**src/design/shbg_pkg.sv**
```systemverilog
// ----------------------------------------------------------------------------
// Sample history bar graph package
// Types and fixed constants shared by the bar graph unit, its channels and
// its checker.
// ----------------------------------------------------------------------------
`default_nettype none

package shbg_pkg;

   // Field widths of the request and response items.
   localparam int KIND_W      = 1;
   localparam int TEMP_W      = 15;
   localparam int COLUMN_W    = 4;
   localparam int CODE_W      = 3;

   // Stored samples are saturated to 14-bit signed values.
   localparam int SAMPLE_W    = 14;
   localparam logic signed [SAMPLE_W-1:0] SAMPLE_MAX = 14'sh1FFF;
   localparam logic signed [SAMPLE_W-1:0] SAMPLE_MIN = 14'sh2000;

   // Level arithmetic: the scaled numerator is at most 18 bits once positive.
   localparam int LEVEL_W     = 18;
   localparam int STEP_W      = $clog2(LEVEL_W);
   localparam int SPAN_SHIFT  = 4;        // sixteen levels across the range
   localparam int CELL_STEPS  = 8;
   localparam int TOP_CODE    = 7;
   localparam int FLAT_RANGE  = 100;      // one degree when the range is flat

   localparam logic [KIND_W-1:0] KIND_SAMPLE = 1'b0;
   localparam logic [KIND_W-1:0] KIND_RENDER = 1'b1;

   typedef enum logic [2:0] {
      ST_IDLE,
      ST_READ,
      ST_LOAD,
      ST_DIV,
      ST_EMIT
   } shbg_state_type;

   typedef struct packed {
      logic req_ready;
      logic sample_wr;
      logic render_start;
      logic ram_rd_en;
      logic load_op;
      logic div_step;
      logic emit_cell;
   } shbg_ctrl_type;

endpackage

`default_nettype wire

```
**src/design/shbg_ifs.sv**
```systemverilog
// ----------------------------------------------------------------------------
// Sample history bar graph channels
// Valid/ready channels for request items and for bar cell response items.
// ----------------------------------------------------------------------------
`default_nettype none

interface shbg_req_if
   import shbg_pkg::*;
   ();
   logic                     valid;
   logic                     ready;
   logic [KIND_W-1:0]        kind;
   logic signed [TEMP_W-1:0] temperature;

   modport source (output valid, output kind, output temperature, input ready);
   modport sink   (input valid, input kind, input temperature, output ready);
endinterface

interface shbg_rsp_if
   import shbg_pkg::*;
   ();
   logic                valid;
   logic                ready;
   logic [COLUMN_W-1:0] column;
   logic                row;
   logic [CODE_W-1:0]   char_code;
   logic                last;

   modport source (output valid, output column, output row, output char_code,
                   output last, input ready);
   modport sink   (input valid, input column, input row, input char_code,
                   input last, output ready);
endinterface

`default_nettype wire

```
**src/design/shbg_ram.sv**
```systemverilog
// ----------------------------------------------------------------------------
// Sample history bar graph RAM
// Generic single-write, single-read memory with a registered read port.
// ----------------------------------------------------------------------------
`default_nettype none

module shbg_ram #(
   parameter int WIDTH = 14,
   parameter int DEPTH = 60
) (
   input  wire logic                     clock,
   input  wire logic                     wr_en,
   input  wire logic [$clog2(DEPTH)-1:0] wr_addr,
   input  wire logic [WIDTH-1:0]         wr_data,
   input  wire logic                     rd_en,
   input  wire logic [$clog2(DEPTH)-1:0] rd_addr,
   output      logic [WIDTH-1:0]         rd_data
);

   logic [WIDTH-1:0] mem_ff [DEPTH];

   always_ff @(posedge clock) begin
      if (wr_en) begin
         mem_ff[wr_addr] <= wr_data;
      end
      if (rd_en) begin
         rd_data <= mem_ff[rd_addr];
      end
   end

endmodule

`default_nettype wire

```
**src/design/sample_history_bar_graph_unit.sv**
```systemverilog
// ----------------------------------------------------------------------------
// Sample history bar graph unit
// Temperature history ring with all-time extremes and a bar graph renderer.
// ----------------------------------------------------------------------------
// A sample item (kind 0) is taken in the same cycle that it is offered in
// the idle state: the temperature is saturated to 14 bits, written into the
// history ring at the write pointer, and folded into the all-time lowest and
// highest values; it yields no result. A render item (kind 1) walks COLUMNS
// columns, oldest sample first, and yields one to ROWS bar cell items per
// column, the final one flagged with last. Each column passes through a RAM
// read, a setup step, the bit-serial restoring divider when the scaled level
// is positive, and one emission step per cell; the response side can stall
// the emission. The divider produces one quotient bit a cycle. The request
// side is not ready while a render is in progress; it is ready again right
// after the last cell has been loaded into the output register, even while
// that cell still waits to be taken. History entries never written read as
// zero through per-entry valid bits that reset clears at once.
// ----------------------------------------------------------------------------
`default_nettype none

module sample_history_bar_graph_unit
   import shbg_pkg::*;
#(
   parameter int HISTORY_DEPTH = 60,
   parameter int COLUMNS       = 16,
   parameter int ROWS          = 2
) (
   input wire logic  clock,
   input wire logic  reset,
   shbg_req_if.sink   req_chan,
   shbg_rsp_if.source rsp_chan
);

   localparam int PW = $clog2(HISTORY_DEPTH);
   localparam int CW = $clog2(COLUMNS + 1);
   localparam int RW = $clog2(ROWS + 1);

   // -------------------------------------------------------------------------
   // State.
   // -------------------------------------------------------------------------
   shbg_state_type state_ff, state_in;
   shbg_ctrl_type  ctrl;

   logic [PW-1:0]              wp_ff, wp_in;
   logic signed [SAMPLE_W-1:0] lo_ff, lo_in;
   logic signed [SAMPLE_W-1:0] hi_ff, hi_in;
   logic [HISTORY_DEPTH-1:0]   valid_ff, valid_in;
   logic [PW-1:0]              rd_ptr_ff, rd_ptr_in;
   logic                       rd_valid_ff, rd_valid_in;
   logic [CW-1:0]              col_ff, col_in;
   logic [RW-1:0]              row_ff, row_in;
   // The quotient register doubles as the dividend shifter and, once the
   // division is done, as the remaining level of the current column.
   logic [LEVEL_W-1:0]         quo_ff, quo_in;
   logic [SAMPLE_W-1:0]        rem_ff, rem_in;
   logic [SAMPLE_W-1:0]        dvsr_ff, dvsr_in;
   logic [STEP_W-1:0]          step_ff, step_in;

   logic                       rsp_valid_ff, rsp_valid_in;
   logic [COLUMN_W-1:0]        rsp_column_ff, rsp_column_in;
   logic                       rsp_row_ff, rsp_row_in;
   logic [CODE_W-1:0]          rsp_code_ff, rsp_code_in;
   logic                       rsp_last_ff, rsp_last_in;

   // -------------------------------------------------------------------------
   // Sample saturation. A 15-bit value is out of the 14-bit range exactly when
   // its two top bits differ.
   // -------------------------------------------------------------------------
   logic signed [SAMPLE_W-1:0] sat_sample;

   always_comb begin
      if (req_chan.temperature[TEMP_W-1] != req_chan.temperature[TEMP_W-2]) begin
         sat_sample = req_chan.temperature[TEMP_W-1] ? SAMPLE_MIN : SAMPLE_MAX;
      end else begin
         sat_sample = req_chan.temperature[SAMPLE_W-1:0];
      end
   end

   // -------------------------------------------------------------------------
   // History ring.
   // -------------------------------------------------------------------------
   logic [SAMPLE_W-1:0] ram_rd_data;

   shbg_ram #(
      .WIDTH (SAMPLE_W),
      .DEPTH (HISTORY_DEPTH)
   ) u_ram (
      .clock   (clock),
      .wr_en   (ctrl.sample_wr),
      .wr_addr (wp_ff),
      .wr_data (sat_sample),
      .rd_en   (ctrl.ram_rd_en),
      .rd_addr (rd_ptr_ff),
      .rd_data (ram_rd_data)
   );

   // -------------------------------------------------------------------------
   // Column setup. The numerator is (v - lowest) * 16 and the divisor is the
   // span between the extremes. Before any sample the span is negative, and
   // both operands are negated. A flat span counts as one degree.
   // -------------------------------------------------------------------------
   logic signed [SAMPLE_W-1:0]   col_sample;
   logic signed [SAMPLE_W:0]     col_diff;
   logic signed [SAMPLE_W+4:0]   num_raw;
   logic signed [SAMPLE_W+4:0]   num_adj;
   logic signed [SAMPLE_W:0]     rng_raw;
   logic signed [SAMPLE_W:0]     rng_adj;
   logic                         num_pos;

   always_comb begin
      col_sample = rd_valid_ff ? ram_rd_data : '0;
      col_diff   = {col_sample[SAMPLE_W-1], col_sample} - {lo_ff[SAMPLE_W-1], lo_ff};
      num_raw    = {col_diff, {SPAN_SHIFT{1'b0}}};
      rng_raw    = {hi_ff[SAMPLE_W-1], hi_ff} - {lo_ff[SAMPLE_W-1], lo_ff};
      if (rng_raw == '0) begin
         num_adj = num_raw;
         rng_adj = (SAMPLE_W + 1)'(FLAT_RANGE);
      end else if (rng_raw[SAMPLE_W]) begin
         num_adj = -num_raw;
         rng_adj = -rng_raw;
      end else begin
         num_adj = num_raw;
         rng_adj = rng_raw;
      end
      num_pos = !num_adj[SAMPLE_W+4] && (num_adj != '0);
   end

   // -------------------------------------------------------------------------
   // Restoring divider step: one quotient bit per cycle.
   // -------------------------------------------------------------------------
   logic [SAMPLE_W:0] div_shift;
   logic [SAMPLE_W:0] div_trial;
   logic              div_ge;

   always_comb begin
      div_shift = {rem_ff, quo_ff[LEVEL_W-1]};
      div_trial = div_shift - {1'b0, dvsr_ff};
      div_ge    = (div_shift >= {1'b0, dvsr_ff});
   end

   // -------------------------------------------------------------------------
   // Cell emission. The bottom cell shows min(level, 7); each row up drops the
   // level by eight, and the column ends once the level would fall to zero or
   // the top row is reached.
   // -------------------------------------------------------------------------
   logic [CODE_W-1:0] cell_code;
   logic [RW-1:0]     cell_row;
   logic              col_done;
   logic              render_last;

   always_comb begin
      cell_code   = (quo_ff > LEVEL_W'(TOP_CODE)) ? CODE_W'(TOP_CODE)
                                                  : quo_ff[CODE_W-1:0];
      cell_row    = RW'(ROWS - 1) - row_ff;
      col_done    = (quo_ff <= LEVEL_W'(CELL_STEPS)) || (row_ff == RW'(ROWS - 1));
      render_last = col_done && (col_ff == CW'(COLUMNS - 1));
   end

   // -------------------------------------------------------------------------
   // Sequencer: next state.
   // -------------------------------------------------------------------------
   always_comb begin
      state_in = state_ff;
      case (state_ff)
         ST_IDLE: begin
            if (ctrl.render_start) begin
               state_in = ST_READ;
            end
         end
         ST_READ: begin
            state_in = ST_LOAD;
         end
         ST_LOAD: begin
            state_in = num_pos ? ST_DIV : ST_EMIT;
         end
         ST_DIV: begin
            if (step_ff == '0) begin
               state_in = ST_EMIT;
            end
         end
         ST_EMIT: begin
            if (ctrl.emit_cell && col_done) begin
               state_in = render_last ? ST_IDLE : ST_READ;
            end
         end
         default: begin
            state_in = ST_IDLE;
         end
      endcase
   end

   // -------------------------------------------------------------------------
   // Sequencer: control outputs.
   // -------------------------------------------------------------------------
   always_comb begin
      ctrl = '0;
      case (state_ff)
         ST_IDLE: begin
            ctrl.req_ready    = 1'b1;
            ctrl.sample_wr    = req_chan.valid && (req_chan.kind == KIND_SAMPLE);
            ctrl.render_start = req_chan.valid && (req_chan.kind == KIND_RENDER);
         end
         ST_READ: begin
            ctrl.ram_rd_en = 1'b1;
         end
         ST_LOAD: begin
            ctrl.load_op = 1'b1;
         end
         ST_DIV: begin
            ctrl.div_step = 1'b1;
         end
         ST_EMIT: begin
            ctrl.emit_cell = !rsp_valid_ff || rsp_chan.ready;
         end
         default: begin
            ctrl = '0;
         end
      endcase
   end

   // -------------------------------------------------------------------------
   // Datapath next values.
   // -------------------------------------------------------------------------
   always_comb begin
      wp_in         = wp_ff;
      lo_in         = lo_ff;
      hi_in         = hi_ff;
      valid_in      = valid_ff;
      rd_ptr_in     = rd_ptr_ff;
      rd_valid_in   = rd_valid_ff;
      col_in        = col_ff;
      row_in        = row_ff;
      quo_in        = quo_ff;
      rem_in        = rem_ff;
      dvsr_in       = dvsr_ff;
      step_in       = step_ff;
      rsp_valid_in  = rsp_valid_ff && !rsp_chan.ready;
      rsp_column_in = rsp_column_ff;
      rsp_row_in    = rsp_row_ff;
      rsp_code_in   = rsp_code_ff;
      rsp_last_in   = rsp_last_ff;

      if (ctrl.sample_wr) begin
         valid_in[wp_ff] = 1'b1;
         wp_in = (wp_ff == PW'(HISTORY_DEPTH - 1)) ? '0 : wp_ff + PW'(1);
         if (sat_sample < lo_ff) begin
            lo_in = sat_sample;
         end
         if (sat_sample > hi_ff) begin
            hi_in = sat_sample;
         end
      end

      if (ctrl.render_start) begin
         rd_ptr_in = wp_ff;
         col_in    = '0;
      end

      if (ctrl.ram_rd_en) begin
         rd_valid_in = valid_ff[rd_ptr_ff];
      end

      if (ctrl.load_op) begin
         quo_in  = num_pos ? num_adj[LEVEL_W-1:0] : '0;
         dvsr_in = rng_adj[SAMPLE_W-1:0];
         rem_in  = '0;
         step_in = STEP_W'(LEVEL_W - 1);
         row_in  = '0;
      end

      if (ctrl.div_step) begin
         rem_in  = div_ge ? div_trial[SAMPLE_W-1:0] : div_shift[SAMPLE_W-1:0];
         quo_in  = {quo_ff[LEVEL_W-2:0], div_ge};
         step_in = step_ff - STEP_W'(1);
      end

      if (ctrl.emit_cell) begin
         rsp_valid_in  = 1'b1;
         rsp_column_in = COLUMN_W'(col_ff);
         rsp_row_in    = cell_row[0];
         rsp_code_in   = cell_code;
         rsp_last_in   = render_last;
         if (!col_done) begin
            quo_in = quo_ff - LEVEL_W'(CELL_STEPS);
            row_in = row_ff + RW'(1);
         end else if (!render_last) begin
            col_in    = col_ff + CW'(1);
            rd_ptr_in = (rd_ptr_ff == PW'(HISTORY_DEPTH - 1)) ? '0 : rd_ptr_ff + PW'(1);
         end
      end
   end

   // -------------------------------------------------------------------------
   // Registers.
   // -------------------------------------------------------------------------
   always_ff @(posedge clock) begin
      if (reset) begin
         state_ff     <= ST_IDLE;
         wp_ff        <= '0;
         lo_ff        <= SAMPLE_MAX;
         hi_ff        <= SAMPLE_MIN;
         valid_ff     <= '0;
         rsp_valid_ff <= 1'b0;
      end else begin
         state_ff     <= state_in;
         wp_ff        <= wp_in;
         lo_ff        <= lo_in;
         hi_ff        <= hi_in;
         valid_ff     <= valid_in;
         rsp_valid_ff <= rsp_valid_in;
      end
   end

   always_ff @(posedge clock) begin
      rd_ptr_ff     <= rd_ptr_in;
      rd_valid_ff   <= rd_valid_in;
      col_ff        <= col_in;
      row_ff        <= row_in;
      quo_ff        <= quo_in;
      rem_ff        <= rem_in;
      dvsr_ff       <= dvsr_in;
      step_ff       <= step_in;
      rsp_column_ff <= rsp_column_in;
      rsp_row_ff    <= rsp_row_in;
      rsp_code_ff   <= rsp_code_in;
      rsp_last_ff   <= rsp_last_in;
   end

   // -------------------------------------------------------------------------
   // Channel outputs.
   // -------------------------------------------------------------------------
   assign req_chan.ready     = ctrl.req_ready;
   assign rsp_chan.valid     = rsp_valid_ff;
   assign rsp_chan.column    = rsp_column_ff;
   assign rsp_chan.row       = rsp_row_ff;
   assign rsp_chan.char_code = rsp_code_ff;
   assign rsp_chan.last      = rsp_last_ff;

endmodule

`default_nettype wire

```
**src/flat_wrapper.sv**
```systemverilog
// flat-port wrapper written by rule: the top's interface ports become plain ports
module sample_history_bar_graph_unit_flat import shbg_pkg::*;
#(
   parameter int HISTORY_DEPTH = 60,
   parameter int COLUMNS       = 16,
   parameter int ROWS          = 2
)
  (clock, reset, req_chan_valid, req_chan_kind, req_chan_temperature, req_chan_ready, rsp_chan_valid, rsp_chan_column, rsp_chan_row, rsp_chan_char_code, rsp_chan_last, rsp_chan_ready);
  shbg_req_if req_chan_i ();
  shbg_rsp_if rsp_chan_i ();
  input wire logic clock;
  input wire logic reset;
  input wire logic [$bits(req_chan_i.valid)-1:0] req_chan_valid;
  input wire logic [$bits(req_chan_i.kind)-1:0] req_chan_kind;
  input wire logic [$bits(req_chan_i.temperature)-1:0] req_chan_temperature;
  output wire logic [$bits(req_chan_i.ready)-1:0] req_chan_ready;
  output wire logic [$bits(rsp_chan_i.valid)-1:0] rsp_chan_valid;
  output wire logic [$bits(rsp_chan_i.column)-1:0] rsp_chan_column;
  output wire logic [$bits(rsp_chan_i.row)-1:0] rsp_chan_row;
  output wire logic [$bits(rsp_chan_i.char_code)-1:0] rsp_chan_char_code;
  output wire logic [$bits(rsp_chan_i.last)-1:0] rsp_chan_last;
  input wire logic [$bits(rsp_chan_i.ready)-1:0] rsp_chan_ready;
  assign req_chan_i.valid = req_chan_valid;
  assign req_chan_i.kind = req_chan_kind;
  assign req_chan_i.temperature = req_chan_temperature;
  assign req_chan_ready = req_chan_i.ready;
  assign rsp_chan_valid = rsp_chan_i.valid;
  assign rsp_chan_column = rsp_chan_i.column;
  assign rsp_chan_row = rsp_chan_i.row;
  assign rsp_chan_char_code = rsp_chan_i.char_code;
  assign rsp_chan_last = rsp_chan_i.last;
  assign rsp_chan_i.ready = rsp_chan_ready;
  sample_history_bar_graph_unit #(.HISTORY_DEPTH(HISTORY_DEPTH), .COLUMNS(COLUMNS), .ROWS(ROWS)) u_core (.clock(clock), .reset(reset), .req_chan(req_chan_i), .rsp_chan(rsp_chan_i));
endmodule
```
**config.mk**
```make
export PLATFORM = sky130hd
export DESIGN_NAME = sample_history_bar_graph_unit_flat
export DESIGN_NICKNAME = d
export VERILOG_FILES = /design/src/design/shbg_pkg.sv /design/src/design/shbg_ifs.sv /design/src/design/shbg_ram.sv /design/src/design/sample_history_bar_graph_unit.sv /design/src/flat_wrapper.sv
export SDC_FILE = /design/constraint.sdc
export NUM_CORES = 1
export LEC_CHECK = 0
export ABC_AREA = 0
export ABC_CLOCK_PERIOD_IN_PS = 11000
export BUFFER_PORTS_ARGS = -buffer_cell sky130_fd_sc_hd__clkbuf_2
export CORE_ASPECT_RATIO = 0.8
export CORE_UTILIZATION = 39
export CTS_CLUSTER_DIAMETER = 200
export DETAILED_ROUTE_END_ITERATION = 10
export SLEW_MARGIN = 20
export SYNTH_ARGS = -nofsm -noshare
export SYNTH_HDL_FRONTEND = slang
export SYNTH_HIERARCHICAL = 1
export SYNTH_SLANG_ARGS = --single-unit
```
**constraint.sdc**
```tcl
create_clock -name clock -period 11 [get_ports clock]
set_input_delay 0.55 -clock clock [delete_from_list [all_inputs] [get_ports clock]]
set_output_delay 0.55 -clock clock [all_outputs]
set_load 0.005 [all_outputs]
```
==> impl_metrics.ini, run 1 <==
[sta]
setup_viol = 0
drv_slew = 0
period_needed_ps = 4386
slew_headroom_pct = 21.80
hold_viol = 0
finalSetupTns_ps = 0
fmax_mhz = 228.0
max_slew.worst_pin.slew_ps = 1172
rsz0062_at_grt = no
fin_skew_ps = 23.91
fin_ws_ps = 6614
period_share_pct = 39.87

[logic_synthesis]
synth_most_common_cell = edfxtp_1
yosys.area.top_type_share_pct = 61.44
synth_fp_nets = 2851
synth-seq-cells = 1026
syn_inst = 2748
synth.cell_area_sq_um = 43980
yosys.area.top_type = edfxtp_1
synth.avg_cell_area_sq_um = 16.01
async_reset_ff_share_pct = 0
ys_seq_area_share_pct = 67.18
yosys-top-cells-count = edfxtp_1 (900), nor2_1 (230), mux4_2 (216)
yosysUniqueCellTypes = 97
synth-edff-count = 900
synth.area.top_cells = edfxtp_1 (61%), mux4_2 (11%), dfxtp_1 (5.7%)
synth_ff_type = edfxtp_1
ys.warnings.count = 6

[place]
place_ws_ps = 6132
gp_congestion = 0.8522
placed_cell_area_sq_um = 45870
port-buffer-count = 30
dp_hpwl_um = 69730

[routing]
via_per_inst = 5.791
dr.first_iter.drc_count = 2449
route.detailed.drc = 0
ant_nets = 0
drt_wl_total_um = 110500
vias = 25320
drt_first_pass_iters = 5
wl_per_cell_um = 25.28

[pwr]
p_int_mw = 7.366
powerDensity_nw_per_um2 = 213.5
p_leak_nw = 15.84
pwr-share-clk_pct = 32.4
seqPwrFrac_pct = 43.6
vdd_drop_max_uv = 150.0
p_sw_mw = 3.118
sw_frac_of_total_pct = 29.74
power_frac_comb_pct = 24.0

[critical_path]
cpLargestDelayFamily = buffers and inverters
cp_slowest_cell = buf_4
critical_path.max_stage_delay_ps = 770
path_depth = 8
worstPathArrival_ps = 4800
r2r_slack_ps = 6610
r2r-start = u_core/rd_ptr_ff[1]
crit_buf_inv = 3
crit_top_cell = buf_4
ff2ff_path_depth = 8
critPathMaxFanout = 54
cp-start-kind = flop
startpoint = u_core/rd_ptr_ff[1]
worst-setup-path-type = flop to flop
cp-endpoint = u_core/u_ram/rd_data[5]
path_cells = buf_4 -> buf_4 -> buf_4 -> mux4_2 -> mux2i_1 -> o21ai_0 -> nor3_1 -> a311oi_1
crit_required_ps = 11420
r2r-end = u_core/u_ram/rd_data[5]
end_kind = flop

[floorplanning]
io_pins = 31
die_area_sq_um = 114100
die_w_um = 377.5
std_cell_rows = 109
start_util_pct = 39.57
fp.coreArea_sq_um = 111200
die_y_um = 302.4

[clock_network]
cts_hold_buf = 0
cts_setup_buffers = 0
cts_tree = built
clk_latency_ps = 690
cts_buffer_depth = 3
cts_max_level = 3
cts_buffers = 100
path_clk_slew_ps = 70
cts_resized = 0
cts_sinks = 1026
root_buffer = clkbuf_16

[global_routing]
grt_overflow = 0
grt_max_degree = 96
track_usage_pct = 19.42
antenna_found_initial = 2
grt_pass1_vias = 24980
grt_pass1_wl_um = 164400

[final_layout]
design_area_sq_um = 49110
finalNetCount = 2895
drive_gt1_share_pct = 19.82
syn_to_final_growth_pct = 11.65

[flow_run]
cap_violations = 0

[run_status]
status = completed

[hold_path]
hold_path_class = input port to flop
-- layout make-up --
class | count | area (sq um)
clock buffer | 122 | 2628
inverter | 76 | 286.5
multi-input combinational | 1501 | 13580
clock inverter | 59 | 571.8
timing repair buffer | 87 | 603.1
fill | 9610 | 62040
sequential | 1026 | 29560
antenna | 3 | 7.507
tap | 1498 | 1874
-- power by group through the flow --
stage / logic, mW / clock network [mW] / registers, mW
5_1_grt: 2.69 / 3.61 / 4.59
3_3_place_gp: 2.48 / 0 / 4.65
4_1_cts: 2.52 / 3.47 / 4.57
3_5_place_dp: 2.51 / 0 / 4.66
6_report: 2.51 / 3.40 / 4.57
2_1_floorplan: 1.86 / 0 / 4.55
-- worst register-to-register path, cell delays in order, from the launching register on --
cell	delay (ps)
dfxtp_4	550
buf_4	550
buf_4	780
buf_4	710
mux4_2	420
mux2i_1	70
o21ai_0	410
nor3_1	170
a311oi_1	470
-- registers in the layout, summed over array words and instances (netlist names), 2 cells and up --
signal and count:
u_core/rd_ptr_ff 6, u_core/u_ram/mem_ff 840, u_core/valid_ff 60, u_core/row_ff 2, u_core/quo_ff 18, u_core/state_ff 3, u_core/rsp_chan.char_code 3, u_core/dvsr_ff 14
u_core/u_ram/rd_data 14, u_core/lo_ff 14, u_core/col_ff 5, u_core/wp_ff 6, u_core/hi_ff 14, u_core/rem_ff 14, u_core/rsp_chan.column 4, u_core/step_ff 5
-- per-layer routing --
metal	vias up	share of wire [%]	GRT usage, %	wire (um)
met5	-	0	0	0
li1	10980	-	-	-
met1	13270	44	27.69	48330
met3	164	7.5	3.798	8306
met2	903	46	30.11	50910
met4	0	2.7	5.962	2980
-- cell usage in the layout (no fill, tap or decap), types with 12 or more instances in the layout --
| master | count |
|---|---|
| edfxtp_1 | 900 |
| mux4_2 | 216 |
| nor2_1 | 195 |
| a21oi_1 | 134 |
| dfxtp_1 | 122 |
| nand2_1 | 103 |
| clkbuf_16 | 102 |
| o21ai_0 | 82 |
| ha_1 | 80 |
| inv_1 | 71 |
| mux2i_1 | 71 |
| buf_4 | 55 |
| nand3_1 | 40 |
| xnor2_1 | 36 |
| mux2_2 | 34 |
| nor2_2 | 33 |
| clkbuf_2 | 29 |
| and2_1 | 29 |
| nor3_1 | 28 |
| o22ai_1 | 27 |
| clkinv_1 | 26 |
| xor2_1 | 26 |
| nor2b_1 | 23 |
| a22oi_1 | 21 |
| o21ai_1 | 21 |
| clkbuf_1 | 20 |
| a31oi_1 | 18 |
| nand2b_1 | 16 |
| a21o_1 | 16 |
| a311o_1 | 16 |
| clkinv_2 | 14 |
| or3_1 | 14 |
| nand4_1 | 14 |
| o211ai_1 | 13 |
| a21o_2 | 12 |
-- per-stage QoR --
| step | cells | hold slack (ps) | power (mW) | util [%] |
|---|---|---|---|---|
| floorplan | 2748 | 431.5 | 6.409 | - |
| global placement | 4188 | 442.0 | 7.126 | 41.27 |
| detailed placement | 4188 | 450.4 | 7.164 | 41.27 |
| CTS | 4369 | 145.8 | 10.56 | 44.15 |
| global route | 4369 | 186.3 | 10.89 | 44.18 |
| finish | 4372 | 197.5 | 10.48 | 44.18 |
-- cells by family (layout without fill, tap and decap cells) --
logic type / after synthesis / count (layout) / share of synthesized area, %
AND/OR/NAND/NOR: 552 / 552 / 5.880
XOR/XNOR: 63 / 63 / 1.272
AO/OA/AOI/OAI: 482 / 482 / 7.407
flip-flops: 1026 / 1026 / 67.18
multiplexers: 321 / 321 / 13.55
buffers and inverters: 221 / 344 / 2.304
adder cells (fa/ha/maj): 83 / 83 / 2.412
other: 0 / 3 / 0
-- how the worst min path moves through the flow --
stage                              startpoint                    end  slack [ps]  depth (start not counted)
after global placement    u_core/valid_ff[54]    u_core/valid_ff[54]         440                          2
after global routing           rsp_chan_ready  u_core/rsp_chan.valid         190                          3
final                          rsp_chan_ready  u_core/rsp_chan.valid         200                          3
after CTS                      rsp_chan_ready  u_core/rsp_chan.valid         150                          3
after floorplan           u_core/valid_ff[10]    u_core/valid_ff[10]         430                          2
after detailed placement  u_core/valid_ff[50]    u_core/valid_ff[50]         450                          2
Note: power is estimated with default switching activity, not from simulation.
==> run 2: changes to the inputs <==
Settings changed: ABC_CLOCK_PERIOD_IN_PS 11000 to 3950.
Clock period 11 ns to 3.95 ns, I/O delays scaled along.
==> run 2 against run 1 <==
Against the previous run:
- count of clock-buffer cells in the layout grew 16
- clock skew up 11 ps
- register-to-register slack got worse by 6400 ps
- largest cell class unchanged
- power rose to 2.8 times the previous value
- sequential power grew to 2.8 times the previous value
- worst setup slack got worse by 6400 ps
- critical endpoint is now u_core/state_ff[0]
- clock power rose to 2.7 times the previous value
- die area stayed put
- non-clock buffer count up 101
- fmax is 16% higher
==> impl_metrics.ini, run 2 (synthesis results as in run 1) <==
[run_status]
status = completed

[clock_network]
clk_latency_ps = 710
cts_sinks = 1026
root_buffer = clkbuf_16
cts_buffers = 101
cts_tree = built
path_clk_slew_ps = 60
cts_buffer_depth = 3
cts_max_level = 3

[flow_run]
cap_violations = 0

[final_layout]
top_register = u_core/u_ram/mem_ff
syn_to_final_growth_pct = 13.24
mostFrequentLayoutCells = edfxtp_1 (900), nor2_1 (229), mux4_2 (216), buf_4 (147), a21oi_1 (134)
drive_gt1_share_pct = 21.19
layout_commonest_cell = edfxtp_1
top_regs = u_core/u_ram/mem_ff x840, u_core/valid_ff x60, u_core/quo_ff x18
largest_reg_flops = 840
nFillCells = 9601
finalNetCount = 2997
layout.cells.non_filler = 4467

[place]
dp_hpwl_um = 72180
post-place-cells = 4284
gp_congestion = 0.9283
port-buffer-count = 30
place_ws_ps = 71.97

[critical_path]
crit_required_ps = 4480
crit_buf_inv = 1
worst-setup-path-type = flop to flop
cp_slowest_cell = a2111o_1
end_kind = flop
cpLargestDelayFamily = compound AO/OA/AOI/OAI gates
r2r_slack_ps = 170
path_cells = buf_4 -> and2_1 -> ha_1 -> a2111o_1 -> a31oi_2 -> nor2_1 -> o31a_1 -> a2111oi_4 -> mux2i_1 -> o32ai_1 -> and3_1 -> a41o_2 -> a31oi_1
critPathMaxFanout = 12
critical_path.max_stage_delay_ps = 500
worstPathArrival_ps = 4310
cp-start-kind = flop

[routing]
dr.first_iter.drc_count = 2853
drt_wl_total_um = 112000
via_per_inst = 5.700
vias = 25460
ant_nets = 0
drt_first_pass_iters = 6
wl_per_cell_um = 25.08
route.detailed.drc = 0

[floorplanning]
die_area_sq_um = 114100
io_pins = 31
start_util_pct = 39.57
fp.coreArea_sq_um = 111200
die_w_um = 377.5
die_y_um = 302.4
std_cell_rows = 109

[sta]
hold_slack_ps = 49.32
slew_headroom_pct = 20.25
drv_slew = 0
setup_viol = 0
fin_ws_ps = 166.7
period_share_pct = 95.78
hold_viol = 0
fin_skew_ps = 35.16
fmax_mhz = 264.3
period_needed_ps = 3783
max_slew.worst_pin.slew_ps = 1184

[global_routing]
antenna_found_initial = 1
grt_max_degree = 64
grt_overflow = 0
grt_pass1_vias = 24990
track_usage_pct = 19.69
grt_pass1_wl_um = 166100

[pwr]
pwr-share-clk_pct = 31.5
seqPwrFrac_pct = 43.0
p_int_mw = 20.65
p_leak_nw = 16.36
power_frac_comb_pct = 25.5
powerDensity_nw_per_um2 = 591.1
p_sw_mw = 8.796
sw_frac_of_total_pct = 29.87
vdd_drop_max_uv = 430.2

[hold_path]
hold_path_class = input port to flop
[run 2: cell count changes in the layout (fill, tap and decap cells not counted), moves of 5 or more]
cell,before,now
nor2_1,195,229
clkbuf_1,20,29
buf_4,55,147
nor2_2,33,3
clkbuf_8,0,6
clkinv_1,26,21
buf_12,2,8
[run 2: cell type report]
cell class                 count  area, sq um  area share (%)
tap                         1498         1874           3.763
multi-input combinational   1501        13500           27.10
clock inverter                39        392.9          0.7888
sequential                  1026        29560           59.35
timing repair buffer         188         1444           2.899
clock buffer                 138         2749           5.519
antenna                        1        2.502        0.005024
inverter                      76        286.5          0.5753
[run 2: through the flow]
stage / instance area, sq um / utilization [%] / TNS, ps / total power [mW]
2_1_floorplan: 43990 / - / 0 / 17.85
5_1_grt: 49810 / 44.81 / -17.37 / 30.58
6_report: 49810 / 44.81 / 0 / 29.44
3_5_place_dp: 46570 / 41.90 / 0 / 20.35
4_1_cts: 49750 / 44.76 / 0 / 29.62
3_3_place_gp: 46570 / 41.90 / 0 / 20.27
[run 2: worst paths after layout]
path | end | depth (start not counted) | start
hold reg to reg | u_core/valid_ff[14] | 2 | u_core/valid_ff[14]
setup / recovery | u_core/state_ff[0] | 13 | u_core/rd_valid_ff
setup reg to reg | u_core/state_ff[0] | 13 | u_core/rd_valid_ff
hold / removal | u_core/u_ram/mem_ff[29][1] | 2 | req_chan_temperature[1]
[run 2: power groups by stage]
stage	clock network, mW	registers [mW]	logic (mW)
2_1_floorplan	0	12.7	5.18
3_3_place_gp	0	12.9	7.37
3_5_place_dp	0	12.9	7.44
4_1_cts	9.47	12.7	7.47
5_1_grt	9.88	12.7	7.99
6_report	9.27	12.7	7.50
[run 2: timing repair]
action,CTS,global route
hold buffers,3,0
endpoints found under the setup margin,0,5
setup buffers,0,2
gates resized for setup,0,7
hold endpoints to repair,3,0
[run 2: routing by layer]
layer  vias to the layer above  share of wire [%]  track usage [%]
met4                         0                2.2            5.033
met3                       147                7.6            3.684
met1                     13230                 44            28.28
met5                         -                  0                0
met2                       921                 46            30.88
li1                      11170                  -                -
==> run 3: changes to the inputs <==
Settings changed: CORE_ASPECT_RATIO 0.8 to 0.75.
==> run 3 against run 2 <==
Against the previous run:
- power barely moved
- first-iteration DRC count fell by 12%
- via count fell by 0.20%
- global-route usage fell by 0.23 points
- wire length fell by 0.76%
- count of clock-buffer cells in the layout fell by 12
- design area rose by 0.26%
- sequential cell count did not move
- sequential power barely moved
- largest power group unchanged
- sequential share of layout area fell by 0.15 points
==> impl_metrics.ini, run 3 (synthesis results as in run 1) <==
[pwr]
powerDensity_nw_per_um2 = 589.2
vdd_drop_max_uv = 339.8
p_leak_nw = 16.40
finalPower_mw = 29.42

[critical_path]
cp_slowest_cell = a2111o_1
r2r-start = u_core/rd_valid_ff
r2r-end = u_core/state_ff[1]
critical_path.max_stage_delay_ps = 520
ff2ff_path_depth = 13
r2r_slack_ps = 160
crit_required_ps = 4480
worst-setup-path-type = flop to flop
end_kind = flop
cp-endpoint = u_core/state_ff[1]
worstPathArrival_ps = 4320
cp-start-kind = flop
critPathMaxFanout = 11
path_cells = buf_6 -> and2_1 -> ha_1 -> a2111o_1 -> a31oi_4 -> nor2_1 -> o31ai_4 -> and4_4 -> nand4_1 -> o31a_1 -> o32ai_2 -> a41o_2 -> a31oi_1
startpoint = u_core/rd_valid_ff

[floorplanning]
die_y_um = 292.8
start_util_pct = 39.39
io_pins = 31
std_cell_rows = 106
die_area_sq_um = 114100
die_w_um = 389.8
fp.coreArea_sq_um = 111700

[hold_path]
holdPathStages = 2
hold_path_class = input port to flop

[global_routing]
antenna_found_initial = 5
grt.busiest_layer = met1
grt_pass1_vias = 25080
grt_pass1_wl_um = 165200
grt_overflow = 0
grt_use_met2_pct = 28.08
grt_max_degree = 65
grtUsageMet3_pct = 4.696
use_met1_pct = 29.68
track_usage_pct = 19.46

[sta]
finalSetupTns_ps = 0
setup_viol = 0
period_share_pct = 96.03
slew_headroom_pct = 32.34
rsz0062_at_grt = yes
hold_viol = 0
fmax_mhz = 263.6
fin_skew_ps = 36.35
period_needed_ps = 3793
fin_ws_ps = 157.0
drv_slew = 0
max_slew.worst_pin.slew_ps = 1013

[routing]
wl_per_cell_um = 24.73
dr.first_iter.drc_count = 2507
route.detailed.drc = 0
via_per_inst = 5.652
drt_wl_total_um = 111200
vias = 25410
drt_first_pass_iters = 6
ant_nets = 0

[final_layout]
mostFrequentLayoutCells = edfxtp_1 (900), nor2_1 (229), mux4_2 (216), buf_4 (158), a21oi_1 (133)
finalNetCount = 3004
layout.cells.non_filler = 4496
largest_reg_flops = 840
drive_gt1_share_pct = 21.86
top_register = u_core/u_ram/mem_ff
layout_commonest_cell = edfxtp_1
syn_to_final_growth_pct = 13.53
top_regs = u_core/u_ram/mem_ff x840, u_core/valid_ff x60, u_core/quo_ff x18

[run_status]
status = completed

[clock_network]
root_buffer = clkbuf_16
cts_buffers = 98
cts_tree = built
cts_buffer_depth = 3
clk_latency_ps = 720
path_clk_slew_ps = 70
cts_max_level = 3
cts_sinks = 1026

[place]
post-place-cells = 4305
dp_hpwl_um = 71410
place_ws_ps = 56.89
port-buffer-count = 30
gp_congestion = 0.8470

[flow_run]
cap_violations = 0
[run 3: cell count changes in the layout (fill, tap and decap cells not counted), moves of 2 or more]
| cell | before | now |
|---|---|---|
| bufinv_16 | 6 | 8 |
| buf_4 | 147 | 158 |
| clkbuf_1 | 29 | 26 |
| clkinvlp_4 | 1 | 6 |
| buf_12 | 8 | 5 |
| dlygate4sd3_1 | 3 | 5 |
| clkbuf_8 | 6 | 1 |
| clkbuf_16 | 102 | 98 |
| clkinv_2 | 10 | 17 |
[run 3: power by group]
group	switching, mW	total, mW	internal (mW)	leakage [nW]
clock	4.13	9.28	5.16	1.51
sequential	0.376	12.7	12.3	8.99
combinational	4.39	7.45	3.06	5.90
[run 3: worst min path at each step]
stage,startpoint,to,slack (ps)
2_1_floorplan,rsp_chan_ready,u_core/rsp_chan.valid,390
6_report,reset,u_core/valid_ff[26],10
3_3_place_gp,u_core/valid_ff[34],u_core/valid_ff[34],440
4_1_cts,req_chan_temperature[13],u_core/hi_ff[13],7
3_5_place_dp,u_core/valid_ff[18],u_core/valid_ff[18],460
5_1_grt,reset,u_core/valid_ff[57],10
[run 3: repair_timing]
item	4_1_cts	5_1_grt
endpoints found under the hold margin	3	0
hold buffers	5	0
gates resized for setup	0	19
setup buffers	0	3
setup endpoints to repair	0	10
[run 3: cell type report]
| class | instances | area (sq um) |
|---|---|---|
| Antenna cell | 2 | 5.005 |
| Timing Repair Buffer | 198 | 1493 |
| Tap cell | 1512 | 1892 |
| Sequential cell | 1026 | 29560 |
| Clock inverter | 55 | 566.8 |
| Inverter | 76 | 285.3 |
| Multi-Input combinational cell | 1501 | 13560 |
| Clock buffer | 126 | 2571 |
| Fill cell | 9739 | 61740 |
[run 3: routing by layer]
| metal | share of wire (%) | vias to the layer above | wire length, um |
|---|---|---|---|
| li1 | - | 11180 | - |
| met1 | 47 | 13190 | 51720 |
| met2 | 43 | 890 | 48150 |
| met3 | 8.4 | 154 | 9347 |
| met4 | 1.7 | 2 | 1938 |
| met5 | 0.011 | - | 12 |
[run 3: critical path: cells and delay by family (launching register included)]
family                   cells  cell delay, ps
adder cells (fa/ha/maj)      1             310
AO/OA/AOI/OAI                7            1970
AND/OR/NAND/NOR              4             720
flip-flops                   1             450
buffers and inverters        1             170
[run 3: through the flow]
stage | cell area [sq um] | hold slack [ps] | utilization (%)
finish | 49940 | 13.05 | 44.72
global route | 49930 | 14.40 | 44.71
CTS | 49800 | 6.657 | 44.59
detailed placement | 46610 | 455.5 | 41.74
global placement | 46610 | 442.1 | 41.74
floorplan | 43990 | 391.4 | -
